**config.mk**
```make
export PLATFORM = sky130hd
export DESIGN_NAME = timed_message_table_unit
export DESIGN_NICKNAME = d
export VERILOG_FILES = /design/src/rtl/tmt_pkg.sv /design/src/rtl/tmt_store.sv /design/src/rtl/tmt_ctrl.sv /design/src/rtl/timed_message_table_unit.sv
export SDC_FILE = /design/constraint.sdc
export NUM_CORES = 1
export LEC_CHECK = 0
export ABC_AREA = 1
export BUFFER_PORTS_ARGS = -buffer_cell sky130_fd_sc_hd__buf_2
export CORE_AREA = 2 2 270 405
export DETAILED_ROUTE_END_ITERATION = 6
export DIE_AREA = 0 0 272 407
export PLACE_DENSITY = 0.56
export SKIP_LAST_GASP = 1
export SYNTH_ARGS = -nofsm -noshare
export SYNTH_HDL_FRONTEND = slang
export SYNTH_SLANG_ARGS = --single-unit
export TNS_END_PERCENT = 20
```
**constraint.sdc**
```tcl
create_clock -name clk -period 5.95 [get_ports clk]
set_input_delay 0.595 -clock clk [delete_from_list [all_inputs] [get_ports clk]]
set_output_delay 0.595 -clock clk [all_outputs]
set_load 0.03 [all_outputs]
```
**src/rtl/tmt_pkg.sv**
```systemverilog
`timescale 1ns / 1ps

package tmt_pkg;

  localparam int HOLD_SCALE = 1000;
  localparam int HOLD_RESET = 5;
  localparam int HOLD_W = 8;
  localparam int LIMIT_W = 18;
  localparam int MSG_W = 16;
  localparam int TIME_W = 32;
  localparam int CNT_OUT_W = 4;

  localparam logic ACT_POST = 1'b0;
  localparam logic ACT_SWEEP = 1'b1;

  typedef enum logic [1:0] {
    ST_NEW = 2'd0,
    ST_REFRESH = 2'd1,
    ST_DROP = 2'd2,
    ST_SWEEP = 2'd3
  } status_t;

  typedef enum logic [1:0] {
    CS_IDLE,
    CS_SCAN,
    CS_FINISH,
    CS_OUT
  } ctrl_state_t;

  typedef struct packed {
    logic rd;
    logic wr;
    logic trim;
  } mem_cmd_t;

  typedef struct packed {
    status_t status;
    logic [CNT_OUT_W-1:0] active;
    logic sweep;
    logic [MSG_W-1:0] head;
    logic [CNT_OUT_W-1:0] expired;
  } result_t;

endpackage

```
**src/rtl/tmt_store.sv**
```systemverilog
`timescale 1ns / 1ps

module tmt_store
  import tmt_pkg::*;
#(
  parameter int SLOTS = 10,
  parameter int IDX_W = 4,
  parameter int CNT_W = 4
) (
  input  logic              clk,
  input  logic              rst,
  input  mem_cmd_t          cmd,
  input  logic [IDX_W-1:0]  rd_addr,
  input  logic [IDX_W-1:0]  wr_addr,
  input  logic [MSG_W-1:0]  wr_msg,
  input  logic [TIME_W-1:0] wr_time,
  input  logic [CNT_W-1:0]  trim_count,
  output logic [MSG_W-1:0]  rd_msg,
  output logic [TIME_W-1:0] rd_time
);

  logic [MSG_W-1:0]  msg_mem [SLOTS];
  logic [TIME_W-1:0] time_mem [SLOTS];
  logic [SLOTS-1:0]  valid;
  logic [MSG_W-1:0]  msg_q;
  logic [TIME_W-1:0] time_q;
  logic              valid_q;

  always_ff @(posedge clk) begin
    if (cmd.wr) begin
      msg_mem[wr_addr] <= wr_msg;
      time_mem[wr_addr] <= wr_time;
    end
    if (cmd.rd) begin
      msg_q <= msg_mem[rd_addr];
      time_q <= time_mem[rd_addr];
      valid_q <= valid[rd_addr];
    end
  end

  always_ff @(posedge clk) begin
    if (rst) begin
      valid <= '0;
    end else if (cmd.trim) begin
      for (int j = 0; j < SLOTS; j++) begin
        valid[j] <= valid[j] && (CNT_W'(j) < trim_count);
      end
    end else if (cmd.wr) begin
      valid[wr_addr] <= 1'b1;
    end
  end

  assign rd_msg = valid_q ? msg_q : '0;
  assign rd_time = valid_q ? time_q : '0;

endmodule

```
**src/rtl/tmt_ctrl.sv**
```systemverilog
`timescale 1ns / 1ps

module tmt_ctrl
  import tmt_pkg::*;
#(
  parameter int SLOTS = 10,
  parameter int IDX_W = 4,
  parameter int CNT_W = 4
) (
  input  logic                  clk,
  input  logic                  rst,
  input  logic                  s_tvalid,
  output logic                  s_tready,
  input  logic [MSG_W+TIME_W-1:0] s_tdata,
  input  logic                  s_tuser,
  input  logic                  cfg_valid,
  input  logic [HOLD_W-1:0]     cfg_data,
  output mem_cmd_t              cmd,
  output logic [IDX_W-1:0]      rd_addr,
  output logic [IDX_W-1:0]      wr_addr,
  output logic [MSG_W-1:0]      wr_msg,
  output logic [TIME_W-1:0]     wr_time,
  output logic [CNT_W-1:0]      trim_count,
  input  logic [MSG_W-1:0]      rd_msg,
  input  logic [TIME_W-1:0]     rd_time,
  output logic                  res_valid,
  input  logic                  res_ready,
  output result_t               res
);

  localparam logic [IDX_W-1:0] LAST = IDX_W'(SLOTS - 1);

  ctrl_state_t state, state_next;

  logic [LIMIT_W-1:0] limit;
  logic               sweep_on;
  logic               is_sweep;
  logic [MSG_W-1:0]   id;
  logic [TIME_W-1:0]  now;
  logic [IDX_W-1:0]   cur;
  logic [CNT_W-1:0]   cnt;
  logic [CNT_W-1:0]   keep;
  logic [CNT_W-1:0]   exp_cnt;
  logic               match;
  logic [IDX_W-1:0]   match_idx;
  logic               empty;
  logic [IDX_W-1:0]   empty_idx;
  logic [MSG_W-1:0]   head;
  logic               slot0_empty;

  logic               occupied;
  logic               expired;
  logic               kept;
  logic               store_new;
  logic [CNT_W-1:0]   post_count;
  logic [CNT_W+CNT_OUT_W-1:0] active_wide;
  logic [CNT_W+CNT_OUT_W-1:0] expired_wide;

  assign occupied = rd_msg != '0;
  assign expired = (now - rd_time) > TIME_W'(limit);
  assign kept = occupied && !expired;
  assign store_new = (id != '0) && !match && empty;
  assign post_count = store_new ? cnt + 1'b1 : cnt;
  assign active_wide = {{CNT_OUT_W{1'b0}}, is_sweep ? keep : post_count};
  assign expired_wide = {{CNT_OUT_W{1'b0}}, exp_cnt};

  always_comb begin
    state_next = state;
    case (state)
      CS_IDLE: begin
        if (s_tvalid) begin
          state_next = CS_SCAN;
        end
      end
      CS_SCAN: begin
        if (cur == LAST) begin
          state_next = CS_FINISH;
        end
      end
      CS_FINISH: state_next = CS_OUT;
      CS_OUT: begin
        if (res_ready) begin
          state_next = CS_IDLE;
        end
      end
      default: state_next = CS_IDLE;
    endcase
  end

  always_comb begin
    s_tready = 1'b0;
    res_valid = 1'b0;
    cmd = '0;
    rd_addr = '0;
    wr_addr = keep[IDX_W-1:0];
    wr_msg = rd_msg;
    wr_time = rd_time;
    trim_count = keep;
    case (state)
      CS_IDLE: begin
        s_tready = 1'b1;
        cmd.rd = s_tvalid;
      end
      CS_SCAN: begin
        cmd.rd = cur != LAST;
        rd_addr = cur + 1'b1;
        cmd.wr = is_sweep && kept;
      end
      CS_FINISH: begin
        if (is_sweep) begin
          cmd.trim = 1'b1;
        end else begin
          cmd.wr = (id != '0) && (match || empty);
          wr_addr = match ? match_idx : empty_idx;
          wr_msg = id;
          wr_time = now;
        end
      end
      CS_OUT: res_valid = 1'b1;
      default: ;
    endcase
  end

  always_ff @(posedge clk) begin
    if (rst) begin
      state <= CS_IDLE;
      sweep_on <= 1'b0;
      limit <= LIMIT_W'(HOLD_RESET * HOLD_SCALE);
    end else begin
      state <= state_next;
      if (cfg_valid) begin
        limit <= LIMIT_W'(cfg_data * HOLD_SCALE);
      end
      if (state == CS_FINISH) begin
        if (is_sweep) begin
          if (keep == '0) begin
            sweep_on <= 1'b0;
          end
        end else if (id != '0 && slot0_empty) begin
          sweep_on <= 1'b1;
        end
      end
    end
  end

  always_ff @(posedge clk) begin
    case (state)
      CS_IDLE: begin
        is_sweep <= s_tuser == ACT_SWEEP;
        id <= s_tdata[MSG_W-1:0];
        now <= s_tdata[MSG_W+TIME_W-1:MSG_W];
        cur <= '0;
        cnt <= '0;
        keep <= '0;
        exp_cnt <= '0;
        match <= 1'b0;
        empty <= 1'b0;
        head <= '0;
        slot0_empty <= 1'b0;
      end
      CS_SCAN: begin
        if (cur != LAST) begin
          cur <= cur + 1'b1;
        end
        if (is_sweep) begin
          if (occupied && expired) begin
            exp_cnt <= exp_cnt + 1'b1;
          end
          if (kept) begin
            keep <= keep + 1'b1;
            if (keep == '0) begin
              head <= rd_msg;
            end
          end
        end else begin
          if (cur == '0) begin
            head <= rd_msg;
            slot0_empty <= !occupied;
          end
          if (occupied) begin
            cnt <= cnt + 1'b1;
          end
          if (!match && occupied && rd_msg == id) begin
            match <= 1'b1;
            match_idx <= cur;
          end
          if (!empty && !occupied) begin
            empty <= 1'b1;
            empty_idx <= cur;
          end
        end
      end
      CS_FINISH: begin
        res.active <= active_wide[CNT_OUT_W-1:0];
        if (is_sweep) begin
          res.status <= ST_SWEEP;
          res.sweep <= sweep_on && (keep != '0);
          res.head <= head;
          res.expired <= expired_wide[CNT_OUT_W-1:0];
        end else begin
          if (id == '0) begin
            res.status <= ST_DROP;
          end else if (match) begin
            res.status <= ST_REFRESH;
          end else if (empty) begin
            res.status <= ST_NEW;
          end else begin
            res.status <= ST_DROP;
          end
          res.sweep <= sweep_on || (id != '0 && slot0_empty);
          res.head <= (store_new && empty_idx == '0) ? id : head;
          res.expired <= '0;
        end
      end
      default: ;
    endcase
  end

endmodule

```
**src/rtl/timed_message_table_unit.sv**
```systemverilog
`timescale 1ns / 1ps

// Table of active messages with ageing.
// Input transfers on the s_ group: s_tuser selects a post (0) or an expiry
// sweep (1); s_tdata carries the message identifier and the millisecond time.
// Each input transfer yields exactly one result transfer on the m_ group:
// m_tuser holds the status and m_tdata the occupied slot count, the sweep
// enable flag, the identifier in slot 0 and the number of expired slots.
// The hold time in seconds is to be written through cfg_valid/cfg_data only
// while the block is idle; the block itself does not enforce this.
// The result is offered on m_tvalid after the scan state reads the slot memory
// one entry per cycle (a sweep writes kept entries back to the front), the
// finish state writes the posted message or trims the table, and the out
// state hands the result to the output register. A new item is accepted only
// once the previous result has moved into the output register.
// When the receiver stalls, the result waits in the output register; a
// following item is processed and then held until the register frees.
// Reset empties the table at once, clears the sweep flag and sets the hold
// time to five seconds.

module timed_message_table_unit
  import tmt_pkg::*;
#(
  parameter int SLOTS = 10
) (
  input  logic        clk,
  input  logic        rst,
  input  logic        s_tvalid,
  output logic        s_tready,
  input  logic [47:0] s_tdata,  // message_id[15:0], now_ms[47:16]
  input  logic        s_tuser,  // action[0]
  output logic        m_tvalid,
  input  logic        m_tready,
  output logic [31:0] m_tdata,  // active_count[3:0], sweep_enabled[4],
                                // head_message[20:5], expired_count[24:21]
  output logic [1:0]  m_tuser,  // post_status[1:0]
  input  logic        cfg_valid,
  output logic        cfg_ready,
  input  logic [7:0]  cfg_data
);

  localparam int IDX_W = (SLOTS > 1) ? $clog2(SLOTS) : 1;
  localparam int CNT_W = $clog2(SLOTS + 1);

  mem_cmd_t          cmd;
  logic [IDX_W-1:0]  rd_addr;
  logic [IDX_W-1:0]  wr_addr;
  logic [MSG_W-1:0]  wr_msg;
  logic [TIME_W-1:0] wr_time;
  logic [CNT_W-1:0]  trim_count;
  logic [MSG_W-1:0]  rd_msg;
  logic [TIME_W-1:0] rd_time;
  logic              res_valid;
  logic              res_ready;
  result_t           res;
  result_t           out_q;

  assign cfg_ready = 1'b1;
  assign res_ready = !m_tvalid || m_tready;

  tmt_ctrl #(
    .SLOTS(SLOTS),
    .IDX_W(IDX_W),
    .CNT_W(CNT_W)
  ) u_ctrl (
    .clk(clk),
    .rst(rst),
    .s_tvalid(s_tvalid),
    .s_tready(s_tready),
    .s_tdata(s_tdata),
    .s_tuser(s_tuser),
    .cfg_valid(cfg_valid),
    .cfg_data(cfg_data),
    .cmd(cmd),
    .rd_addr(rd_addr),
    .wr_addr(wr_addr),
    .wr_msg(wr_msg),
    .wr_time(wr_time),
    .trim_count(trim_count),
    .rd_msg(rd_msg),
    .rd_time(rd_time),
    .res_valid(res_valid),
    .res_ready(res_ready),
    .res(res)
  );

  tmt_store #(
    .SLOTS(SLOTS),
    .IDX_W(IDX_W),
    .CNT_W(CNT_W)
  ) u_store (
    .clk(clk),
    .rst(rst),
    .cmd(cmd),
    .rd_addr(rd_addr),
    .wr_addr(wr_addr),
    .wr_msg(wr_msg),
    .wr_time(wr_time),
    .trim_count(trim_count),
    .rd_msg(rd_msg),
    .rd_time(rd_time)
  );

  always_ff @(posedge clk) begin
    if (rst) begin
      m_tvalid <= 1'b0;
    end else if (res_ready) begin
      m_tvalid <= res_valid;
    end
  end

  always_ff @(posedge clk) begin
    if (res_ready && res_valid) begin
      out_q <= res;
    end
  end

  assign m_tuser = out_q.status;
  assign m_tdata = {7'b0, out_q.expired, out_q.head, out_q.sweep, out_q.active};

  a_accept_then_busy : assert property (@(posedge clk) disable iff (rst)
    (s_tvalid && s_tready) |=> !res_valid && !s_tready)
    else $error("result offered right after an input transfer");

  a_post_no_expiry : assert property (@(posedge clk) disable iff (rst)
    (res_valid && res.status != ST_SWEEP) |-> res.expired == '0)
    else $error("post reports expired slots");

  a_new_has_head : assert property (@(posedge clk) disable iff (rst)
    (res_valid && res.status == ST_NEW) |-> (res.head != '0 && res.sweep))
    else $error("stored message leaves slot 0 empty or sweeps disabled");

endmodule
```
==> flow_summary.json <==
{
  "initial_core_util": 0.2980,
  "rsz0062_at_grt": "false",
  "core_sq_um": 106900,
  "wl_per_cell_um": 19.48,
  "antennaDiodeCount": 0,
  "synthArstFlopShare": 0,
  "post-cts-setup-buffers": 0,
  "via_count": 21291,
  "power_mw": 19.54,
  "cp_max_fo": 48,
  "synth_cell_types": 47,
  "worstReg2RegEnd": "u_store.msg_mem[2][6]",
  "clkTransAtPathRegs_ns": 0.06,
  "startpoint_type": "flop",
  "synth-seq-cells": 704,
  "cts_tree": "built",
  "syn_area_per_cell_sq_um": 11.05,
  "portBuffers": 90,
  "seq_area_frac_synth": 0.6546,
  "cts_buffers": 67,
  "post-place-ws_ns": 0.9054,
  "skew_ns": 0.03247,
  "startpoint": "u_store.valid_q",
  "die_area_sq_um": 110700,
  "ys_top_cells_by_area": "edfxtp_1, nand2_1, o21ai_0",
  "routed_wl_um": 86360,
  "max_freq_mhz": 199.9,
  "p_leak_nw": 13.74,
  "setup_ws_ns": 0.9486,
  "synth_top_area_frac": 0.6364,
  "clock_sinks": 704,
  "min_period_ns": 5.001,
  "grt_remaining_overflow": 0,
  "path_class": "reg -> reg",
  "first_pass_iters": 5,
  "dr_wl_met2_um": 44840,
  "syn_to_final_growth_pct": 14.44,
  "synth_edf_count": 675,
  "stdcell_count": 4434,
  "layout-drive-gt1-share": 0.09738,
  "r2r-start": "u_store.valid_q",
  "synth_warnings": 0,
  "worstMarginPinSlew_ns": 1.289,
  "viasPerCell": 4.802,
  "fin_nets": 3148,
  "crit_path_top_delay_cell": "ha_1",
  "critPathMaxStageDelay_ns": 0.38,
  "dp_hpwl_um": 55300,
  "vdd_ir_drop_max_uv": 305.0,
  "worstSetupEndpoint": "u_store.msg_mem[2][6]",
  "gp_congestion": 0.8899,
  "rows": 147,
  "place_inst": 4314,
  "setup_viol": 0,
  "grt_pass1_wl_um": 129400,
  "hp-class": "in -> reg",
  "worstPathArrival_ns": 5.29,
  "layout.cells.most_common": "nand2_1",
  "layout_common_cells": "nand2_1, edfxtp_1, o21ai_0",
  "grt_pass1_vias": 20818,
  "cts_hold_buf": 0,
  "hold_ws_ns": 0.1243,
  "final_hold_viol_count": 0,
  "io_pins": 99,
  "final_util": 0.3411,
  "die_w_um": 272,
  "path_common_cell": "nand2_1",
  "synthesis.area_sq_um": 31850,
  "first_iter_violations": 1559,
  "r2r_slack_ns": 0.95,
  "drcViolationCount": 0,
  "yosysTopAreaCell": "edfxtp_1",
  "reg2reg_depth": 29,
  "htree_levels": 3,
  "required_ns": 6.24,
  "root_buffer": "clkbuf_16",
  "cts-resized-gates": 0,
  "outcome": "complete, no violations",
  "cts_buffer_depth": 3,
  "p_per_area_nw_per_um2": 536.0,
  "top_layer": "met4",
  "maxSlewViolCount": 0,
  "antenna_found_initial": 1,
  "syn_inst": 2883,
  "cap_violations": 0,
  "end_kind": "flop",
  "post-route-period-util": 0.8406,
  "met3WireLength_um": 3483,
  "grt_start_max_net_pins": 177,
  "met1Wirelength_um": 33990,
  "synthFlopType": "edfxtp_1",
  "antenna_left": 0,
  "insertion_delay_ns": 0.65,
  "track_usage": 0.1551,
  "slew_headroom": 0.1315,
  "die_h_um": 407
}
[cell type report]
type                    count  area [sq um]
clock buffers              81          1810
clock inverters            39         432.9
fillers                 10588         70410
inverters                 247         933.4
multi-input cells        1807          9692
flip-flops and latches    704         20850
well taps                1415          1770
repair buffers            141         958.4
[worst min path at each step]
stage | from | end | slack (ns) | cells past startpoint
after floorplan | u_ctrl.res[21] | m_tdata[0] | 0.40 | 0
after global placement | u_ctrl.res[1] | m_tdata[22] | 0.40 | 0
after detailed placement | u_ctrl.res[12] | m_tdata[13] | 0.40 | 0
after CTS | s_tdata[4] | u_ctrl.id[4] | 0.08 | 1
after global routing | s_tdata[4] | u_ctrl.id[4] | 0.1 | 1
final | s_tdata[15] | u_ctrl.id[15] | 0.12 | 1
[synth_stat cells (4+ instances only)]
cell type / instances
nor3_1: 9
fa_1: 23
clkbuf_1: 117
a21oi_1: 64
nand3_1: 51
inv_1: 241
a31oi_1: 7
o22ai_1: 56
nor2_2: 8
nor2_1: 304
buf_1: 4
nand4_1: 15
xor2_1: 28
o221ai_1: 49
nand3b_1: 4
buf_4: 8
nand2_1: 681
o21ai_0: 305
nand2_2: 7
ha_1: 95
edfxtp_1: 675
o211ai_1: 50
xnor2_1: 10
nor4_1: 5
dfxtp_1: 29
[metrics by stage]
| step | instance area (sq um) | setup TNS (ns) |
|---|---|---|
| after global routing | 36450 | 0 |
| after global placement | 34200 | 0 |
| after floorplan | 31870 | -63.95 |
| final | 36450 | 0 |
| after detailed placement | 34200 | 0 |
| after CTS | 36450 | 0 |
[kinds of logic after synthesis]
logic type | count (synthesis) | synth area share
AOI/OAI and AO/OA | 545 | 0.09923
xor gates and xnor gates | 38 | 0.01045
adders and majority gates | 118 | 0.05178
buffers and inverters | 378 | 0.04577
DFF | 704 | 0.6546
other | 2 | 0.0002358
and+or+nand+nor | 1098 | 0.1379
[state kept, by name, indices dropped and copies added, names as in the netlist, 2 cells and up]
register	cells
u_store.time_mem	320
u_store.msg_mem	160
u_ctrl.now	32
u_store.time_q	32
u_ctrl.res	27
m_tdata	25
u_ctrl.head	16
u_ctrl.id	16
u_store.msg_q	16
u_ctrl.limit	15
u_store.valid	10
u_ctrl.cnt	4
u_ctrl.cur	4
u_ctrl.empty_idx	4
u_ctrl.exp_cnt	4
u_ctrl.match_idx	4
u_ctrl.trim_count	4
m_tuser	2
u_ctrl.state	2
[power breakdown]
group	internal [mW]	switching, mW	leakage, nW
clock network	2.53	1.89	1.11
logic	2.20	5.62	6.11
registers	6.96	0.332	6.52
[metal layers]
| metal | GRT usage | vias to the layer above |
|---|---|---|
| met5 | 0 | - |
| met4 | 0.07644 | 0 |
| met3 | 0.02131 | 154 |
| met2 | 0.2825 | 551 |
| met1 | 0.1776 | 10394 |
| li1 | - | 10192 |
[critical path: cells and delay by family (launching register included)]
kind / cells / cell delay [ns]
compound gates: 2 / 0.25
xor+xnor: 1 / 0.19
fa+ha+maj: 2 / 0.63
buf+inv: 6 / 0.88
flops: 1 / 0.37
simple gates: 18 / 2.32
No activity file was read; power rests on OpenSTA's default activity.
